<file path="src/rtl/i2cbs_pkg.sv">
// ----------------------------------------------------------------------------
// I2C master bit sequencer package
// Shared command codes, timing constants, and the queue entry type.
// ----------------------------------------------------------------------------
package i2cbs_pkg;

	localparam int CMD_W = 3;

	// decoded command kinds; unused func codes decode to CMD_NONE
	localparam logic [CMD_W-1:0] CMD_NONE     = 3'd0;
	localparam logic [CMD_W-1:0] CMD_START    = 3'd1;
	localparam logic [CMD_W-1:0] CMD_STOP     = 3'd2;
	localparam logic [CMD_W-1:0] CMD_SEND     = 3'd3;
	localparam logic [CMD_W-1:0] CMD_WAIT_ACK = 3'd4;
	localparam logic [CMD_W-1:0] CMD_READ     = 3'd5;

	// tick delays
	localparam logic [2:0] HOLD_SETUP = 3'd5;
	localparam logic [2:0] HOLD_LONG  = 3'd6;
	localparam logic [2:0] HOLD_SHORT = 3'd2;
	localparam logic [2:0] HOLD_ONE   = 3'd1;

	localparam logic [7:0] TIMEOUT_RESET = 8'd250;
	localparam logic [3:0] BITS_PER_BYTE = 4'd8;

	// front-to-back queue
	localparam int Q_DEPTH = 4;
	localparam int Q_PTR_W = $clog2(Q_DEPTH);
	localparam int Q_CNT_W = $clog2(Q_DEPTH + 1);

	typedef struct packed {
		logic [CMD_W-1:0] cmd;
		logic [7:0]       tx_data;
		logic             ack_after_read;
		logic             sda_in;
	} tick_item_t;

endpackage

</file>
<file path="src/rtl/i2cbs_front.sv">
// ----------------------------------------------------------------------------
// I2C bit sequencer front end
// Accepts tick items, decodes the command code and queues them for the back end.
// ----------------------------------------------------------------------------
module i2cbs_front (
	input  logic                   clk,
	input  logic                   arst_n,
	input  logic                   s_tvalid,
	output logic                   s_tready,
	input  logic [15:0]            s_tdata,   // tx_data[7:0], ack_after_read, sda_in, zero pad
	input  logic [2:0]             s_tuser,   // func
	output logic                   q_valid,
	input  logic                   q_ready,
	output i2cbs_pkg::tick_item_t  q_item
);

	i2cbs_pkg::tick_item_t                 entry_q [i2cbs_pkg::Q_DEPTH];
	logic [i2cbs_pkg::Q_PTR_W-1:0]         wr_ptr_q;
	logic [i2cbs_pkg::Q_PTR_W-1:0]         rd_ptr_q;
	logic [i2cbs_pkg::Q_CNT_W-1:0]         count_q;
	i2cbs_pkg::tick_item_t                 in_item;
	logic                                  push;
	logic                                  pop;

	always_comb begin
		case (s_tuser)
			i2cbs_pkg::CMD_START:    in_item.cmd = i2cbs_pkg::CMD_START;
			i2cbs_pkg::CMD_STOP:     in_item.cmd = i2cbs_pkg::CMD_STOP;
			i2cbs_pkg::CMD_SEND:     in_item.cmd = i2cbs_pkg::CMD_SEND;
			i2cbs_pkg::CMD_WAIT_ACK: in_item.cmd = i2cbs_pkg::CMD_WAIT_ACK;
			i2cbs_pkg::CMD_READ:     in_item.cmd = i2cbs_pkg::CMD_READ;
			default:                 in_item.cmd = i2cbs_pkg::CMD_NONE;
		endcase
		in_item.tx_data        = s_tdata[7:0];
		in_item.ack_after_read = s_tdata[8];
		in_item.sda_in         = s_tdata[9];
	end

	assign s_tready = (count_q != i2cbs_pkg::Q_CNT_W'(i2cbs_pkg::Q_DEPTH));
	assign q_valid  = (count_q != '0);
	assign q_item   = entry_q[rd_ptr_q];
	assign push     = s_tvalid && s_tready;
	assign pop      = q_valid && q_ready;

	always_ff @(posedge clk) begin
		if (push) begin
			entry_q[wr_ptr_q] <= in_item;
		end
	end

	always_ff @(posedge clk or negedge arst_n) begin
		if (!arst_n) begin
			wr_ptr_q <= '0;
			rd_ptr_q <= '0;
			count_q  <= '0;
		end else begin
			if (push) begin
				wr_ptr_q <= wr_ptr_q + 1'b1;
			end
			if (pop) begin
				rd_ptr_q <= rd_ptr_q + 1'b1;
			end
			case ({push, pop})
				2'b10:   count_q <= count_q + 1'b1;
				2'b01:   count_q <= count_q - 1'b1;
				default: count_q <= count_q;
			endcase
		end
	end

endmodule

</file>
<file path="src/rtl/i2cbs_back.sv">
// ----------------------------------------------------------------------------
// I2C bit sequencer back end
// Steps the bus sequencer once per queued tick and registers the result item.
// ----------------------------------------------------------------------------
module i2cbs_back (
	input  logic                   clk,
	input  logic                   arst_n,
	input  logic                   cfg_wen,
	input  logic [7:0]             cfg_wdata,
	input  logic                   q_valid,
	output logic                   q_ready,
	input  i2cbs_pkg::tick_item_t  q_item,
	output logic                   m_tvalid,
	input  logic                   m_tready,
	output logic [15:0]            m_tdata
);

	localparam logic [4:0] PH_IDLE    = 5'd0;
	localparam logic [4:0] PH_ST1     = 5'd1;
	localparam logic [4:0] PH_ST2     = 5'd2;
	localparam logic [4:0] PH_SP1     = 5'd3;
	localparam logic [4:0] PH_SP2     = 5'd4;
	localparam logic [4:0] PH_TX_LO   = 5'd5;
	localparam logic [4:0] PH_TX_HI   = 5'd6;
	localparam logic [4:0] PH_TX_TAIL = 5'd7;
	localparam logic [4:0] PH_WA1     = 5'd8;
	localparam logic [4:0] PH_WA_POLL = 5'd9;
	localparam logic [4:0] PH_RD_LO   = 5'd10;
	localparam logic [4:0] PH_RD_HI   = 5'd11;
	localparam logic [4:0] PH_AK_LO   = 5'd12;
	localparam logic [4:0] PH_AK_HI   = 5'd13;

	logic [7:0]  timeout_q;
	logic [4:0]  phase_q, n_phase;
	logic [2:0]  delay_q, n_delay;
	logic [3:0]  bit_cnt_q, n_bit_cnt;
	logic [7:0]  shift_q, n_shift;
	logic [7:0]  poll_q, n_poll;
	logic        ack_choice_q, n_ack_choice;
	logic        fail_q, n_fail;
	logic        scl_q, n_scl;
	logic        sda_q, n_sda;
	logic        sda_en_q, n_sda_en;
	logic [7:0]  rx_q, n_rx;
	logic        done;
	logic        act;
	logic        step;
	logic        out_valid_q;
	logic [15:0] out_data_q;

	assign q_ready  = !out_valid_q || m_tready;
	assign step     = q_valid && q_ready;
	assign m_tvalid = out_valid_q;
	assign m_tdata  = out_data_q;

	always_comb begin
		n_phase      = phase_q;
		n_delay      = delay_q;
		n_bit_cnt    = bit_cnt_q;
		n_shift      = shift_q;
		n_poll       = poll_q;
		n_ack_choice = ack_choice_q;
		n_fail       = fail_q;
		n_scl        = scl_q;
		n_sda        = sda_q;
		n_sda_en     = sda_en_q;
		n_rx         = rx_q;
		done         = 1'b0;
		act          = 1'b1;

		if (phase_q == PH_IDLE) begin
			case (q_item.cmd)
				i2cbs_pkg::CMD_START: begin
					n_sda_en = 1'b1;
					n_sda    = 1'b1;
					n_scl    = 1'b1;
					n_delay  = i2cbs_pkg::HOLD_SETUP;
					n_phase  = PH_ST1;
				end
				i2cbs_pkg::CMD_STOP: begin
					n_sda_en = 1'b1;
					n_sda    = 1'b0;
					n_scl    = 1'b1;
					n_delay  = i2cbs_pkg::HOLD_LONG;
					n_phase  = PH_SP1;
				end
				i2cbs_pkg::CMD_SEND: begin
					n_sda_en  = 1'b1;
					n_scl     = 1'b0;
					n_bit_cnt = '0;
					n_sda     = q_item.tx_data[7];
					n_shift   = {q_item.tx_data[6:0], 1'b0};
					n_delay   = i2cbs_pkg::HOLD_SHORT;
					n_phase   = PH_TX_LO;
				end
				i2cbs_pkg::CMD_WAIT_ACK: begin
					n_fail   = 1'b0;
					n_sda_en = 1'b1;
					n_sda    = 1'b1;
					n_delay  = i2cbs_pkg::HOLD_ONE;
					n_phase  = PH_WA1;
				end
				i2cbs_pkg::CMD_READ: begin
					n_sda_en     = 1'b0;
					n_ack_choice = q_item.ack_after_read;
					n_bit_cnt    = '0;
					n_shift      = '0;
					n_scl        = 1'b0;
					n_delay      = i2cbs_pkg::HOLD_SHORT;
					n_phase      = PH_RD_LO;
				end
				default: begin
				end
			endcase
		end else begin
			if (delay_q != '0) begin
				n_delay = delay_q - 3'd1;
				act     = (n_delay == '0);
			end
			if (act) begin
				case (phase_q)
					PH_ST1: begin
						n_sda   = 1'b0;
						n_delay = i2cbs_pkg::HOLD_LONG;
						n_phase = PH_ST2;
					end
					PH_ST2: begin
						n_scl = 1'b0;
						done  = 1'b1;
					end
					PH_SP1: begin
						n_sda   = 1'b1;
						n_delay = i2cbs_pkg::HOLD_LONG;
						n_phase = PH_SP2;
					end
					PH_SP2: begin
						done = 1'b1;
					end
					PH_TX_LO: begin
						n_scl   = 1'b1;
						n_delay = i2cbs_pkg::HOLD_SHORT;
						n_phase = PH_TX_HI;
					end
					PH_TX_HI: begin
						n_scl   = 1'b0;
						n_delay = i2cbs_pkg::HOLD_SHORT;
						n_phase = PH_TX_TAIL;
					end
					PH_TX_TAIL: begin
						n_bit_cnt = bit_cnt_q + 4'd1;
						if (n_bit_cnt >= i2cbs_pkg::BITS_PER_BYTE) begin
							done = 1'b1;
						end else begin
							n_sda   = shift_q[7];
							n_shift = {shift_q[6:0], 1'b0};
							n_delay = i2cbs_pkg::HOLD_SHORT;
							n_phase = PH_TX_LO;
						end
					end
					PH_WA1: begin
						n_sda_en = 1'b0;
						n_scl    = 1'b1;
						n_poll   = '0;
						n_delay  = i2cbs_pkg::HOLD_ONE;
						n_phase  = PH_WA_POLL;
					end
					PH_WA_POLL: begin
						if (!q_item.sda_in) begin
							n_scl = 1'b0;
							done  = 1'b1;
						end else if (poll_q >= timeout_q) begin
							// timed out: flag it and release the bus with a stop
							n_fail   = 1'b1;
							n_sda_en = 1'b1;
							n_sda    = 1'b0;
							n_scl    = 1'b1;
							n_delay  = i2cbs_pkg::HOLD_LONG;
							n_phase  = PH_SP1;
						end else begin
							n_poll = poll_q + 8'd1;
						end
					end
					PH_RD_LO: begin
						n_scl   = 1'b1;
						n_shift = {shift_q[6:0], q_item.sda_in};
						n_delay = i2cbs_pkg::HOLD_ONE;
						n_phase = PH_RD_HI;
					end
					PH_RD_HI: begin
						n_bit_cnt = bit_cnt_q + 4'd1;
						n_scl     = 1'b0;
						if (n_bit_cnt < i2cbs_pkg::BITS_PER_BYTE) begin
							n_delay = i2cbs_pkg::HOLD_SHORT;
							n_phase = PH_RD_LO;
						end else begin
							n_rx     = shift_q;
							n_sda_en = 1'b1;
							n_sda    = !ack_choice_q;
							n_delay  = i2cbs_pkg::HOLD_SHORT;
							n_phase  = PH_AK_LO;
						end
					end
					PH_AK_LO: begin
						n_scl   = 1'b1;
						n_delay = i2cbs_pkg::HOLD_SETUP;
						n_phase = PH_AK_HI;
					end
					PH_AK_HI: begin
						n_scl = 1'b0;
						done  = 1'b1;
					end
					default: begin
						done = 1'b1;
					end
				endcase
			end
			if (done) begin
				n_phase = PH_IDLE;
				n_delay = '0;
			end
		end
	end

	always_ff @(posedge clk or negedge arst_n) begin
		if (!arst_n) begin
			timeout_q <= i2cbs_pkg::TIMEOUT_RESET;
		end else if (cfg_wen) begin
			timeout_q <= cfg_wdata;
		end
	end

	always_ff @(posedge clk or negedge arst_n) begin
		if (!arst_n) begin
			phase_q      <= PH_IDLE;
			delay_q      <= '0;
			bit_cnt_q    <= '0;
			shift_q      <= '0;
			poll_q       <= '0;
			ack_choice_q <= 1'b0;
			fail_q       <= 1'b0;
			scl_q        <= 1'b1;
			sda_q        <= 1'b1;
			sda_en_q     <= 1'b1;
			rx_q         <= '0;
		end else if (step) begin
			phase_q      <= n_phase;
			delay_q      <= n_delay;
			bit_cnt_q    <= n_bit_cnt;
			shift_q      <= n_shift;
			poll_q       <= n_poll;
			ack_choice_q <= n_ack_choice;
			fail_q       <= n_fail;
			scl_q        <= n_scl;
			sda_q        <= n_sda;
			sda_en_q     <= n_sda_en;
			rx_q         <= n_rx;
		end
	end

	always_ff @(posedge clk or negedge arst_n) begin
		if (!arst_n) begin
			out_valid_q <= 1'b0;
		end else if (q_ready) begin
			out_valid_q <= q_valid;
		end
	end

	always_ff @(posedge clk) begin
		if (step) begin
			out_data_q <= {2'b00, n_fail, n_rx, done, (n_phase != PH_IDLE),
				n_sda_en, n_sda, n_scl};
		end
	end

endmodule

</file>
<file path="src/rtl/i2c_master_bit_sequencer.sv">
// ----------------------------------------------------------------------------
// I2C master bit sequencer
// Tick-driven I2C master: start, stop, byte send, ack wait and byte read.
// ----------------------------------------------------------------------------
// Each input item is one bus tick; it carries an optional command (func) and
// the sampled SDA level, and yields exactly one result item with the SCL, SDA
// and SDA-enable levels after that tick plus busy, done, the last received
// byte and the ack-failure flag. Commands are only taken while idle. The
// front end decodes and queues up to four items; the back end steps the
// sequencer state once per item into an output register, so one item per
// clock is sustained while m_tready is high; queue and output are registered.
// cfg_wen/cfg_wdata set the ack poll timeout; write it only while idle.
// ----------------------------------------------------------------------------
module i2c_master_bit_sequencer (
	input  logic        clk,
	input  logic        arst_n,
	input  logic        cfg_wen,
	input  logic [7:0]  cfg_wdata,   // ack_timeout_polls
	input  logic        s_tvalid,
	output logic        s_tready,
	input  logic [15:0] s_tdata,     // tx_data[7:0], ack_after_read, sda_in, zero pad
	input  logic [2:0]  s_tuser,     // func
	output logic        m_tvalid,
	input  logic        m_tready,
	output logic [15:0] m_tdata      // scl, sda_out, sda_drive, busy_res, done_res,
	                                 // rx_data[7:0], ack_failed, zero pad
);

	logic                  q_valid;
	logic                  q_ready;
	i2cbs_pkg::tick_item_t q_item;

	i2cbs_front u_front (
		.clk      (clk),
		.arst_n   (arst_n),
		.s_tvalid (s_tvalid),
		.s_tready (s_tready),
		.s_tdata  (s_tdata),
		.s_tuser  (s_tuser),
		.q_valid  (q_valid),
		.q_ready  (q_ready),
		.q_item   (q_item)
	);

	i2cbs_back u_back (
		.clk       (clk),
		.arst_n    (arst_n),
		.cfg_wen   (cfg_wen),
		.cfg_wdata (cfg_wdata),
		.q_valid   (q_valid),
		.q_ready   (q_ready),
		.q_item    (q_item),
		.m_tvalid  (m_tvalid),
		.m_tready  (m_tready),
		.m_tdata   (m_tdata)
	);

endmodule

</file>
<file path="config.mk">
export PLATFORM = sky130hd
export DESIGN_NAME = i2c_master_bit_sequencer
export DESIGN_NICKNAME = d
export VERILOG_FILES = /design/src/rtl/i2cbs_pkg.sv /design/src/rtl/i2cbs_front.sv /design/src/rtl/i2cbs_back.sv /design/src/rtl/i2c_master_bit_sequencer.sv
export SDC_FILE = /design/constraint.sdc
export NUM_CORES = 1
export LEC_CHECK = 0
export BUFFER_PORTS_ARGS = -buffer_cell sky130_fd_sc_hd__buf_2
export CORE_MARGIN = 10
export CORE_UTILIZATION = 56
export DETAILED_ROUTE_END_ITERATION = 8
export GPL_TIMING_DRIVEN = 0
export PLACE_DENSITY_LB_ADDON = 0.1
export SLEW_MARGIN = 20
export SYNTH_ARGS = -nofsm -noshare
export SYNTH_HDL_FRONTEND = slang
export SYNTH_HIERARCHICAL = 1
export SYNTH_SLANG_ARGS = --single-unit
</file>
<file path="constraint.sdc">
create_clock -name clk -period 3.45 [get_ports clk]
set_input_delay 0.345 -clock clk [delete_from_list [all_inputs] [get_ports clk]]
set_output_delay 0.345 -clock clk [all_outputs]
set_load 0.05 [all_outputs]
</file>
==> results of run 1 <==
## cells by family after synthesis
| kind of cell | Yosys count | share of synthesized area |
|---|---|---|
| AO/OA/AOI/OAI | 143 | 0.145 |
| XOR/XNOR | 9 | 0.0124 |
| adder cells (fa/ha/maj) | 21 | 0.0424 |
| buffers and inverters | 63 | 0.0420 |
| flip-flops | 123 | 0.536 |
| multiplexers | 42 | 0.0973 |
| other | 1 | 0.000588 |
| AND/OR/NAND/NOR | 161 | 0.124 |
## where the power goes
part / internal [mW] / total, mW / switching [mW]
registers: 1.96 / 2.14 / 0.184
clock network: 0.915 / 1.57 / 0.651
logic: 1.05 / 2.91 / 1.86
total: 3.92 / 6.61 / 2.69
## worst register-to-register path, delay by kind of cell (launching register included)
kind,cells,cell delay [ns]
compound gates,4,0.74
mux,1,0.61
flops,1,0.31
buf+inv,3,0.72
simple gates,2,0.39
## cell usage in the layout (no fill, tap or decap), types with 26 or more instances in the layout
cell	instances
edfxtp_1	66
nand2_1	49
dfrtp_1	48
buf_2	44
o21ai_0	44
nor2_1	38
inv_1	32
mux2_2	26
a21oi_1	26
## sequential cells by signal, summed over array words and instances, names as in the netlist, 2 cells and up
register          flops
u_back/poll_q         8
u_back/m_tdata       14
u_front/rd_ptr_q      2
u_back/timeout_q      8
u_back/bit_cnt_q      4
u_back/shift_q        8
u_back/phase_q        5
u_front/wr_ptr_q      2
u_back/rx_q           8
u_front/count_q       3
u_front/entry_q      52
u_back/delay_q        3
## through the flow
step	worst slack [ns]	util	total power, mW
floorplan	0.855	-	4.27
global placement	0.265	0.616	4.98
detailed placement	0.296	0.616	5.04
CTS	0.281	0.664	6.63
global route	0.153	0.665	7.06
finish	0.393	0.665	6.61
## per-layer routing
layer | wire [um] | GRT usage | vias to the layer above
met5 | 0 | 0 | -
met4 | 289 | 0.0757 | 0
met3 | 696 | 0.0483 | 22
met2 | 7110 | 0.303 | 130
met1 | 6450 | 0.231 | 2277
li1 | - | - | 2203
## area by class of cell
cell class / count / area [um^2]
Fill cell: 866 / 3680
Sequential cell: 123 / 3420
Multi-Input combinational cell: 378 / 2710
Clock buffer: 18 / 429
Timing Repair Buffer: 41 / 208
Tap cell: 140 / 175
Buffer: 31 / 149
Inverter: 32 / 120
Clock inverter: 14 / 96.3
## worst max-delay path by stage
stage                   startpoint           endpoint  slack (ns)  cells past startpoint
6_report       u_front/rd_ptr_q[0]  u_back/m_tdata[3]        0.39                     10
5_1_grt        u_front/rd_ptr_q[0]  u_back/m_tdata[3]        0.15                     10
4_1_cts        u_front/rd_ptr_q[0]  u_back/m_tdata[3]        0.28                     10
3_5_place_dp   u_front/rd_ptr_q[0]  u_back/m_tdata[3]        0.30                     10
3_3_place_gp   u_front/rd_ptr_q[0]  u_back/m_tdata[3]        0.26                     10
2_1_floorplan  u_front/rd_ptr_q[0]  u_back/m_tdata[3]        0.86                     10
==> metrics.log, run 1 <==
INFO  metric ys_top_cells_by_area = edfxtp_1 (31%), dfrtp_1 (19%), mux2_2 (4.6%), mux4_2 (4.6%), ha_1 (3.9%)
INFO  metric grt.total_usage = 0.186
INFO  metric rrSetupSlack = 0.39 ns
INFO  metric grt_start_max_net_pins = 58
INFO  metric worstRegToRegCells = 10
INFO  metric synthDominantCellAreaShare = 0.311
INFO  metric root_buffer = clkbuf_16
INFO  metric syn_area = 6380 um^2
INFO  metric synthesis.area_per_instance = 11.3 um^2
INFO  metric vdd.ir_drop.worst = 485 uV
INFO  metric min-delay-path-class = in2async
INFO  metric final.setup.tns = 0 ns
INFO  metric synth-seq-cells = 123
INFO  metric worst_setup_hold_path_clk_slew = 0.06 ns
INFO  metric totalWireLength = 14.5 mm
INFO  metric grt_pass1_vias = 4,576
INFO  metric maxSlewHeadroom = 0.249
INFO  metric drt-wirelength-per-cell = 18.7 um
INFO  metric clock_tree_from_tritoncts = yes
INFO  metric rsz0062_at_grt = no
INFO  metric synth.most_common_cell = edfxtp_1
INFO  metric cts.path.max_buffers = 2
INFO  metric detailedRoute.firstPassIterationCount = 4
INFO  metric initialDrtViolationCount = 357
INFO  metric critPathLaunchType = flip-flop
INFO  metric top_level_ports = 50
INFO  metric drv_slew = 0
INFO  metric gate_family_responsible_for_the_most_delay_along_the_worst_path = compound AO/OA/AOI/OAI gates
INFO  metric vias = 4,632
INFO  metric postPlaceCellArea = 6770 um^2
INFO  metric fin_crit = 3.06 ns
INFO  metric dp_hpwl = 10.4 mm
INFO  metric worst_pin_slew = 1.12 ns
INFO  metric final_cell_area = 7300 um^2
INFO  metric yosysWarnings = 6
INFO  metric clk_latency = 0.41 ns
INFO  metric synth_commonest_cells = edfxtp_1 (66), nand2_1 (49), dfrtp_1 (48), o21ai_0 (44), nor2_1 (38)
INFO  metric hold_viol = 1
INFO  metric worstPathMaxFanout = 10
INFO  metric post-cts-setup-buffer-count = 0
INFO  metric area_delta_synth_final = 14.4%
INFO  metric failed_checks = hold timing
INFO  metric fin_cells = 777
INFO  metric remaining_drc_errors = 0
INFO  metric power.density_cell_area = 906 nW/um^2
INFO  metric global_route_wire_length_before_repair = 24.0 mm
INFO  metric synth_area_leader_cell = edfxtp_1
INFO  metric endpoint_kind = flip-flop
INFO  metric hold_slack = -0.0000862 ns
INFO  metric design.die.area = 16,100 um^2
INFO  metric timing.rr.end = u_back/m_tdata[3]
INFO  metric viasPerCell = 5.96
INFO  metric crit_required = 3.59 ns
INFO  metric antennaDiodeCount = 0
INFO  metric finalCritPeriodShare = 0.886
INFO  metric drv_cap = 0
INFO  metric tritoncts_buffers = 17
INFO  metric cellLeakagePower = 3.01 nW
INFO  metric ys.flop_type = edfxtp_1
INFO  metric timing.rr.start = u_front/rd_ptr_q[0]
INFO  metric crit_path_top_delay_cell = mux4_2
INFO  metric worst-setup-path-type = reg2reg
INFO  metric core.rowCount = 38
INFO  metric placement.io_buffers = 41
INFO  metric dieHeight = 127 um
INFO  metric cts_sinks = 123
INFO  metric path_buf_inv = 3
INFO  metric clock.fmax = 327 MHz
INFO  metric postSynth.asyncResetShare = 0.463
INFO  metric ant_nets = 0
INFO  metric finClkSkew = 0.00705 ns
INFO  metric cts_resized = 0
INFO  metric synth_seq_area_share = 0.536
INFO  metric antenna_found_initial = 0
INFO  metric finalNetCount = 677
INFO  metric delay_of_the_slowest_cell_on_the_worst_path = 0.60 ns
INFO  metric core_area = 11,000 um^2
INFO  metric critPathArrivalTime = 3.19 ns
INFO  metric final_layout_size_suffix_gt1_frac = 0.226
INFO  metric die_x = 127 um
INFO  metric holdBufCountCts = 0
INFO  metric initial_core_util = 0.581
INFO  metric grt_overflow = 0
INFO  metric setup_viol = 0
INFO  metric cts.htree.levels = 4
INFO  metric netlist-cell-type-count = 67
INFO  metric netlist_instances = 563
INFO  metric count_of_flip_flops_with_a_built_in_enable_after_synthesis = 66
INFO  metric critical_path.cell_chain = buf_2, buf_4, mux4_2, clkbuf_1, nor2_1, a21oi_1, nand3_1, a211oi_1, o32ai_2, o211ai_1
INFO  metric routabilityCongestion = 0.949
INFO  metric status = finished, violations left
INFO  metric dpl.cell_count = 745
Note: power is estimated with default switching activity, not from simulation.
==> inputs of run 2 (changes only) <==
--- a/config.mk
+++ b/config.mk
@@ -6,11 +6,12 @@
 export NUM_CORES = 1
 export LEC_CHECK = 0
 export BUFFER_PORTS_ARGS = -buffer_cell sky130_fd_sc_hd__buf_2
+export CAP_MARGIN = 20
 export CORE_MARGIN = 10
 export CORE_UTILIZATION = 56
 export DETAILED_ROUTE_END_ITERATION = 8
 export GPL_TIMING_DRIVEN = 0
-export PLACE_DENSITY_LB_ADDON = 0.1
+export PLACE_DENSITY = 0.79
 export SLEW_MARGIN = 20
 export SYNTH_ARGS = -nofsm -noshare
 export SYNTH_HDL_FRONTEND = slang
==> metrics.log, run 2 (synthesis gave the netlist of run 1 again) <==
INFO  metric critical_path.cell_chain = buf_2, buf_4, mux4_2, clkbuf_1, nor2_1, o21bai_1, nand3_1, a211oi_1, o32ai_1, o211ai_1
INFO  metric worstPathMaxFanout = 10 (unchanged)
INFO  metric total_power = 6.79 mW (+2.7%)
INFO  metric finalCritPeriodShare = 0.927 (+0.0413)
INFO  metric vdd.ir_drop.worst = 639 uV (+32%)
INFO  metric cts.htree.levels = 4 (unchanged)
INFO  metric area_delta_synth_final = 15.2%
INFO  metric layout_setup_ws = 0.251 ns (-0.143 ns)
INFO  metric worst-setup-path-type = reg2reg
INFO  metric ant_nets = 0 (unchanged)
INFO  metric fin_crit = 3.20 ns (+0.143 ns)
INFO  metric rrSetupSlack = 0.25 ns (-0.14 ns)
INFO  metric finalNetCount = 678 (+0.15%)
INFO  metric final_common_cell = edfxtp_1
INFO  metric grt.total_usage = 0.191 (+0.00476)
INFO  metric critPathLaunchType = flip-flop
INFO  metric hold_viol = 2 (+1)
INFO  metric rsz0062_at_grt = no
INFO  metric clk_latency = 0.42 ns (about the same)
INFO  metric design.die.area = 16,100 um^2 (unchanged)
INFO  metric post-cts-setup-buffer-count = 0 (unchanged)
INFO  metric crit_required = 3.58 ns (about the same)
INFO  metric grt_overflow = 0 (unchanged)
INFO  metric final_layout_size_suffix_gt1_frac = 0.226 (-0.000354)
INFO  metric cts_sinks = 123 (unchanged)
INFO  metric status = finished, violations left
INFO  metric delay_of_the_slowest_cell_on_the_worst_path = 0.59 ns (about the same)
INFO  metric largest_register_ffs = 52 (unchanged)
INFO  metric root_buffer = clkbuf_16
INFO  metric antennaDiodeCount = 0 (unchanged)
INFO  metric core.rowCount = 38 (unchanged)
INFO  metric dp_hpwl = 10.7 mm (+2.2%)
INFO  metric failed_checks = hold timing
INFO  metric power.density_cell_area = 924 nW/um^2 (+2.0%)
INFO  metric die_x = 127 um (unchanged)
INFO  metric worstRegToRegCells = 10 (unchanged)
INFO  metric multi_input_comb_area = 2700 um^2 (-0.28%)
INFO  metric fillCellCount = 804 (-7.2%)
INFO  metric clock_tree_from_tritoncts = yes
INFO  metric detailedRoute.firstPassIterationCount = 6 (+2)
INFO  metric worst_setup_hold_path_clk_slew = 0.06 ns (about the same)
INFO  metric timing.rr.start = u_front/rd_ptr_q[0]
INFO  metric dp_worst_setup_slack = 0.330 ns (+0.0341 ns)
INFO  metric registers.top_by_ff_count = u_front/entry_q
INFO  metric antenna_found_initial = 0 (unchanged)
INFO  metric postLayoutCoreUtil = 0.670 (+0.00467)
INFO  metric cts.path.max_buffers = 2 (unchanged)
INFO  metric maxSlewHeadroom = 0.260 (+0.0113)
INFO  metric holdBufCountCts = 0 (unchanged)
INFO  metric layout.cells.most_common_list = edfxtp_1 (66), nand2_1 (49), dfrtp_1 (48)
INFO  metric viasPerCell = 6.12 (+2.6%)
INFO  metric grt_start_max_net_pins = 58 (unchanged)
INFO  metric setup_viol = 0 (unchanged)
INFO  metric drt-wirelength-per-cell = 19.2 um (+2.8%)
INFO  metric final.setup.tns = 0 ns (unchanged)
INFO  metric totalWireLength = 15.0 mm (+2.9%)
INFO  metric clock.fmax = 313 MHz (-4.5%)
INFO  metric top_level_ports = 50 (unchanged)
INFO  metric grt_pass1_vias = 4,861 (+6.2%)
INFO  metric placement.io_buffers = 41 (unchanged)
INFO  metric worst_pin_slew = 1.10 ns (-0.0168 ns)
INFO  metric cellLeakagePower = 3.04 nW (+0.84%)
INFO  metric tritoncts_buffers = 17 (unchanged)
INFO  metric initialDrtViolationCount = 422 (+18%)
INFO  metric initial_core_util = 0.581 (unchanged)
INFO  metric endpoint_kind = flip-flop
INFO  metric drv_slew = 0 (unchanged)
INFO  metric seqCellArea = 3420 um^2 (unchanged)
INFO  metric dieHeight = 127 um (unchanged)
INFO  metric cts_resized = 0 (unchanged)
INFO  metric global_route_wire_length_before_repair = 24.7 mm (+3.0%)
INFO  metric vias = 4,759 (+2.7%)
INFO  metric remaining_drc_errors = 0 (unchanged)
INFO  metric routabilityCongestion = 0.955 (+0.61%)
INFO  metric timing.rr.end = u_back/m_tdata[3]
INFO  metric crit_path_top_delay_cell = mux4_2
INFO  metric finClkSkew = 0.00547 ns (-0.00158 ns)
INFO  metric drv_cap = 0 (unchanged)
INFO  metric core_area = 11,000 um^2 (unchanged)
INFO  metric hold_slack = -0.000999 ns (-0.000913 ns)
INFO  metric critPathArrivalTime = 3.33 ns (+0.14 ns)
INFO  metric min-delay-path-class = in2async
## run 2: changes by cell type in the layout (fill, tap and decap cells not counted), moves of 2 or more
cell / change
bufinv_16: +2
clkinv_1: -3
clkbuf_1: +3
clkinv_2: +2
inv_6: -3
## run 2: cell type report
cell class,instances,share of cell area
Clock inverter,11,0.0163
Sequential cell,123,0.465
Tap cell,140,0.0238
Multi-Input combinational cell,378,0.367
Timing Repair Buffer,42,0.0303
Clock buffer,21,0.0613
Buffer,31,0.0201
Inverter,32,0.0163
## run 2: critical path, delay by kind of cell (launching register included)
kind | cells | cell delay (ns)
AOI/OAI and AO/OA | 4 | 0.85
buffers and inverters | 3 | 0.75
DFF | 1 | 0.31
muxes | 1 | 0.59
and+or+nand+nor | 2 | 0.42
## run 2: how the worst max path moves through the flow
stage                   startpoint           endpoint  slack [ns]  cells after the start
2_1_floorplan  u_front/rd_ptr_q[0]  u_back/m_tdata[3]        0.86                     10
3_3_place_gp   u_front/rd_ptr_q[0]  u_back/m_tdata[3]        0.31                     10
3_5_place_dp   u_front/rd_ptr_q[0]  u_back/m_tdata[3]        0.33                     10
4_1_cts        u_front/rd_ptr_q[0]  u_back/m_tdata[3]        0.32                     10
5_1_grt        u_front/rd_ptr_q[0]  u_back/m_tdata[3]        0.11                     10
6_report       u_front/rd_ptr_q[0]  u_back/m_tdata[3]        0.25                     10
## run 2: per-stage QoR
step	hold slack [ns]	cells	area [um^2]
final	-0.000999	778	7350
after floorplan	0.0494	564	6380
after CTS	0.0213	778	7350
after global routing	0.0574	778	7350
after global placement	0.482	745	6770
after detailed placement	0.465	746	6780
## run 2: power by group
part           switching (mW)  internal [mW]
sequential              0.192           1.96
combinational            1.89           1.06
clock                   0.624           1.08
total                    2.70           4.09
## run 2: per-layer routing
metal | track usage | part of all wire | routed length (um) | up-vias
met2 | 0.314 | 0.50 | 7420 | 214
li1 | - | - | - | 2210
met5 | 0 | 0 | 0 | -
met1 | 0.226 | 0.40 | 5990 | 2293
met3 | 0.0487 | 0.069 | 1030 | 42
met4 | 0.0985 | 0.035 | 519 | 0
==> inputs of run 3 (changes only) <==
--- a/config.mk
+++ b/config.mk
@@ -12,6 +12,7 @@
 export DETAILED_ROUTE_END_ITERATION = 8
 export GPL_TIMING_DRIVEN = 0
 export PLACE_DENSITY = 0.79
+export REMOVE_ABC_BUFFERS = 1
 export SLEW_MARGIN = 20
 export SYNTH_ARGS = -nofsm -noshare
 export SYNTH_HDL_FRONTEND = slang
==> metrics.log, run 3 (synthesis gave the netlist of run 1 again) <==
INFO  metric status = finished, violations left
INFO  metric failed_checks = hold timing
INFO  metric final.setup.tns = 0 ns (unchanged)
INFO  metric global_route_wire_length_before_repair = 24.4 mm (-1.3%)
INFO  metric routabilityCongestion = 0.926 (-3.0%)
INFO  metric initialDrtViolationCount = 475 (+13%)
INFO  metric setup_viol = 0 (unchanged)
INFO  metric cts.path.max_buffers = 2 (unchanged)
INFO  metric gate_family_responsible_for_the_most_delay_along_the_worst_path = simple AND/OR/NAND/NOR gates
INFO  metric vdd.ir_drop.worst = 573 uV (-10%)
INFO  metric hold_viol = 12 (+10)
INFO  metric design.die.area = 16,100 um^2 (unchanged)
INFO  metric layout_setup_ws = 0.293 ns (+0.0421 ns)
INFO  metric grt_overflow = 0 (unchanged)
INFO  metric vias = 4,708 (-1.1%)
INFO  metric timing.rr.start = u_back/phase_q[1]
INFO  metric core_area = 11,000 um^2 (unchanged)
INFO  metric path_buf_inv = 0 (-3)
INFO  metric clock.fmax = 317 MHz (+1.3%)
INFO  metric core.rowCount = 38 (unchanged)
INFO  metric final_layout_size_suffix_gt1_frac = 0.228 (+0.00202)
INFO  metric crit_path_top_delay_cell = dfrtp_1
INFO  metric die_x = 127 um (unchanged)
INFO  metric critical_path.cell_chain = nor2_1, nand3_2, nor3_1, a31oi_1, nor2_2, mux2_2
INFO  metric cellLeakagePower = 2.98 nW (-1.9%)
INFO  metric layout.cells.most_common_list = edfxtp_1 (66), nand2_1 (49), dfrtp_1 (47)
INFO  metric drt-wirelength-per-cell = 19.5 um (+1.2%)
INFO  metric worstPathMaxFanout = 29 (+19)
INFO  metric gr-usage-met1 = 0.231 (+0.00516)
INFO  metric initial_core_util = 0.581 (unchanged)
INFO  metric detailedRoute.firstPassIterationCount = 7 (+1)
INFO  metric clock_tree_from_tritoncts = yes
INFO  metric power.density_cell_area = 934 nW/um^2 (+1.1%)
INFO  metric finClkSkew = 0.00913 ns (+0.00366 ns)
INFO  metric finalCritPeriodShare = 0.915 (-0.0122)
INFO  metric gr-usage-met3 = 0.0533 (+0.00458)
INFO  metric min-delay-path-class = in2async
INFO  metric drv_cap = 0 (unchanged)
INFO  metric holdBufCountCts = 0 (unchanged)
INFO  metric cts_sinks = 123 (unchanged)
INFO  metric tritoncts_buffers = 17 (unchanged)
INFO  metric postPlaceCellArea = 6630 um^2 (-2.3%)
INFO  metric dp_hpwl = 9.76 mm (-8.4%)
INFO  metric root_buffer = clkbuf_16
INFO  metric antenna_found_initial = 0 (unchanged)
INFO  metric rsz0062_at_grt = no
INFO  metric drv_slew = 0 (unchanged)
INFO  metric endpoint_kind = flip-flop
INFO  metric fillCellCount = 806 (+0.25%)
INFO  metric clk_latency = 0.42 ns (about the same)
INFO  metric routing_layer_with_the_top_usage_in_global_route = met2
INFO  metric worst_pin_slew = 1.02 ns (-0.0798 ns)
INFO  metric cts.htree.levels = 4 (unchanged)
INFO  metric finalNetCount = 646 (-4.7%)
INFO  metric dieHeight = 127 um (unchanged)
INFO  metric antennaDiodeCount = 0 (unchanged)
INFO  metric ant_nets = 0 (unchanged)
INFO  metric top_level_ports = 50 (unchanged)
INFO  metric fin_cells = 746 (-4.1%)
INFO  metric worst-setup-path-type = reg2reg
INFO  metric remaining_drc_errors = 0 (unchanged)
INFO  metric critPathArrivalTime = 3.45 ns (+0.12 ns)
INFO  metric totalWireLength = 14.5 mm (-3.0%)
INFO  metric timing.critical_path.from = u_back/phase_q[1]
INFO  metric maxSlewHeadroom = 0.317 (+0.0569)
INFO  metric grt.total_usage = 0.186 (-0.00480)
INFO  metric critPathLaunchType = flip-flop
INFO  metric viasPerCell = 6.31 (+3.2%)
INFO  metric grt_start_max_net_pins = 58 (unchanged)
INFO  metric dp_worst_setup_slack = 0.00327 ns (-0.327 ns)
INFO  metric worst_setup_hold_path_clk_slew = 0.06 ns (about the same)
INFO  metric grt_pass1_vias = 4,822 (-0.80%)
INFO  metric placement.io_buffers = 41 (unchanged)
INFO  metric final_cell_area = 7240 um^2 (-1.6%)
INFO  metric dpl.cell_count = 714 (-4.3%)
INFO  metric delay_of_the_slowest_cell_on_the_worst_path = 0.67 ns (+0.08 ns)
INFO  metric crit_required = 3.75 ns (+0.17 ns)
INFO  metric largest_register_ffs = 52 (unchanged)
INFO  metric fin_crit = 3.16 ns (-0.0421 ns)
INFO  metric final_common_cell = edfxtp_1
INFO  metric area_delta_synth_final = 13.4%
INFO  metric use_met2 = 0.302 (-0.0118)
INFO  metric registers.top_by_ff_count = u_front/entry_q
INFO  metric hold_slack = -0.00882 ns (-0.00782 ns)
-- run 3: changes by cell type in the layout (fill, tap and decap cells not counted), moves of 2 or more --
cell	previous run	this run
buf_1	2	0
buf_2	44	40
buf_4	4	1
buf_6	2	0
clkbuf_1	23	1
clkinv_1	0	2
clkinv_2	4	1
clkinv_4	1	4
-- run 3: final timing paths --
path                                        to  depth (start not counted)  slack [ns]
max                          u_back/shift_q[4]                          6        0.29
min                          u_back/phase_q[4]                          1      -0.009
max reg2reg                  u_back/shift_q[4]                          6        0.29
min reg2reg                     u_back/rx_q[5]                          1        0.50
max in group asynchronous  u_front/rd_ptr_q[0]                          1        2.91
min in group clk           u_back/timeout_q[4]                          3        0.13
-- run 3: repair_timing --
item / CTS / global route
resized for setup: 1 / 2
setup endpoints to repair: 3 / 10
buffers inserted: 0 / 0
pin swaps: 0 / 0
-- run 3: layer usage --
metal | share of wire | vias to the layer above
met4 | 0.017 | 0
met1 | 0.42 | 2334
met3 | 0.068 | 25
met5 | 0 | -
met2 | 0.49 | 207
li1 | - | 2142
-- run 3: report_power, final --
part / total (mW) / internal, mW / switching (mW)
clock network: 1.80 / 1.14 / 0.662
logic: 2.63 / 0.978 / 1.65
registers: 2.33 / 1.96 / 0.371
-- run 3: area by class of cell --
type | count | area (um^2) | share of cell area
Sequential cell | 123 | 3420 | 0.473
Inverter | 32 | 120 | 0.0166
Timing Repair Buffer | 41 | 208 | 0.0287
Clock inverter | 14 | 170 | 0.0235
Tap cell | 140 | 175 | 0.0242
Multi-Input combinational cell | 378 | 2710 | 0.375
Clock buffer | 18 | 429 | 0.0593
-- run 3: through the flow --
stage                     power [mW]  hold WS, ns  utilization
after floorplan                 4.16       0.0494            -
after global placement          4.77        0.482        0.603
after detailed placement        4.91        0.470        0.603
after CTS                       6.73       0.0232        0.658
after global routing            7.15       0.0560        0.659
final                           6.76     -0.00882        0.659
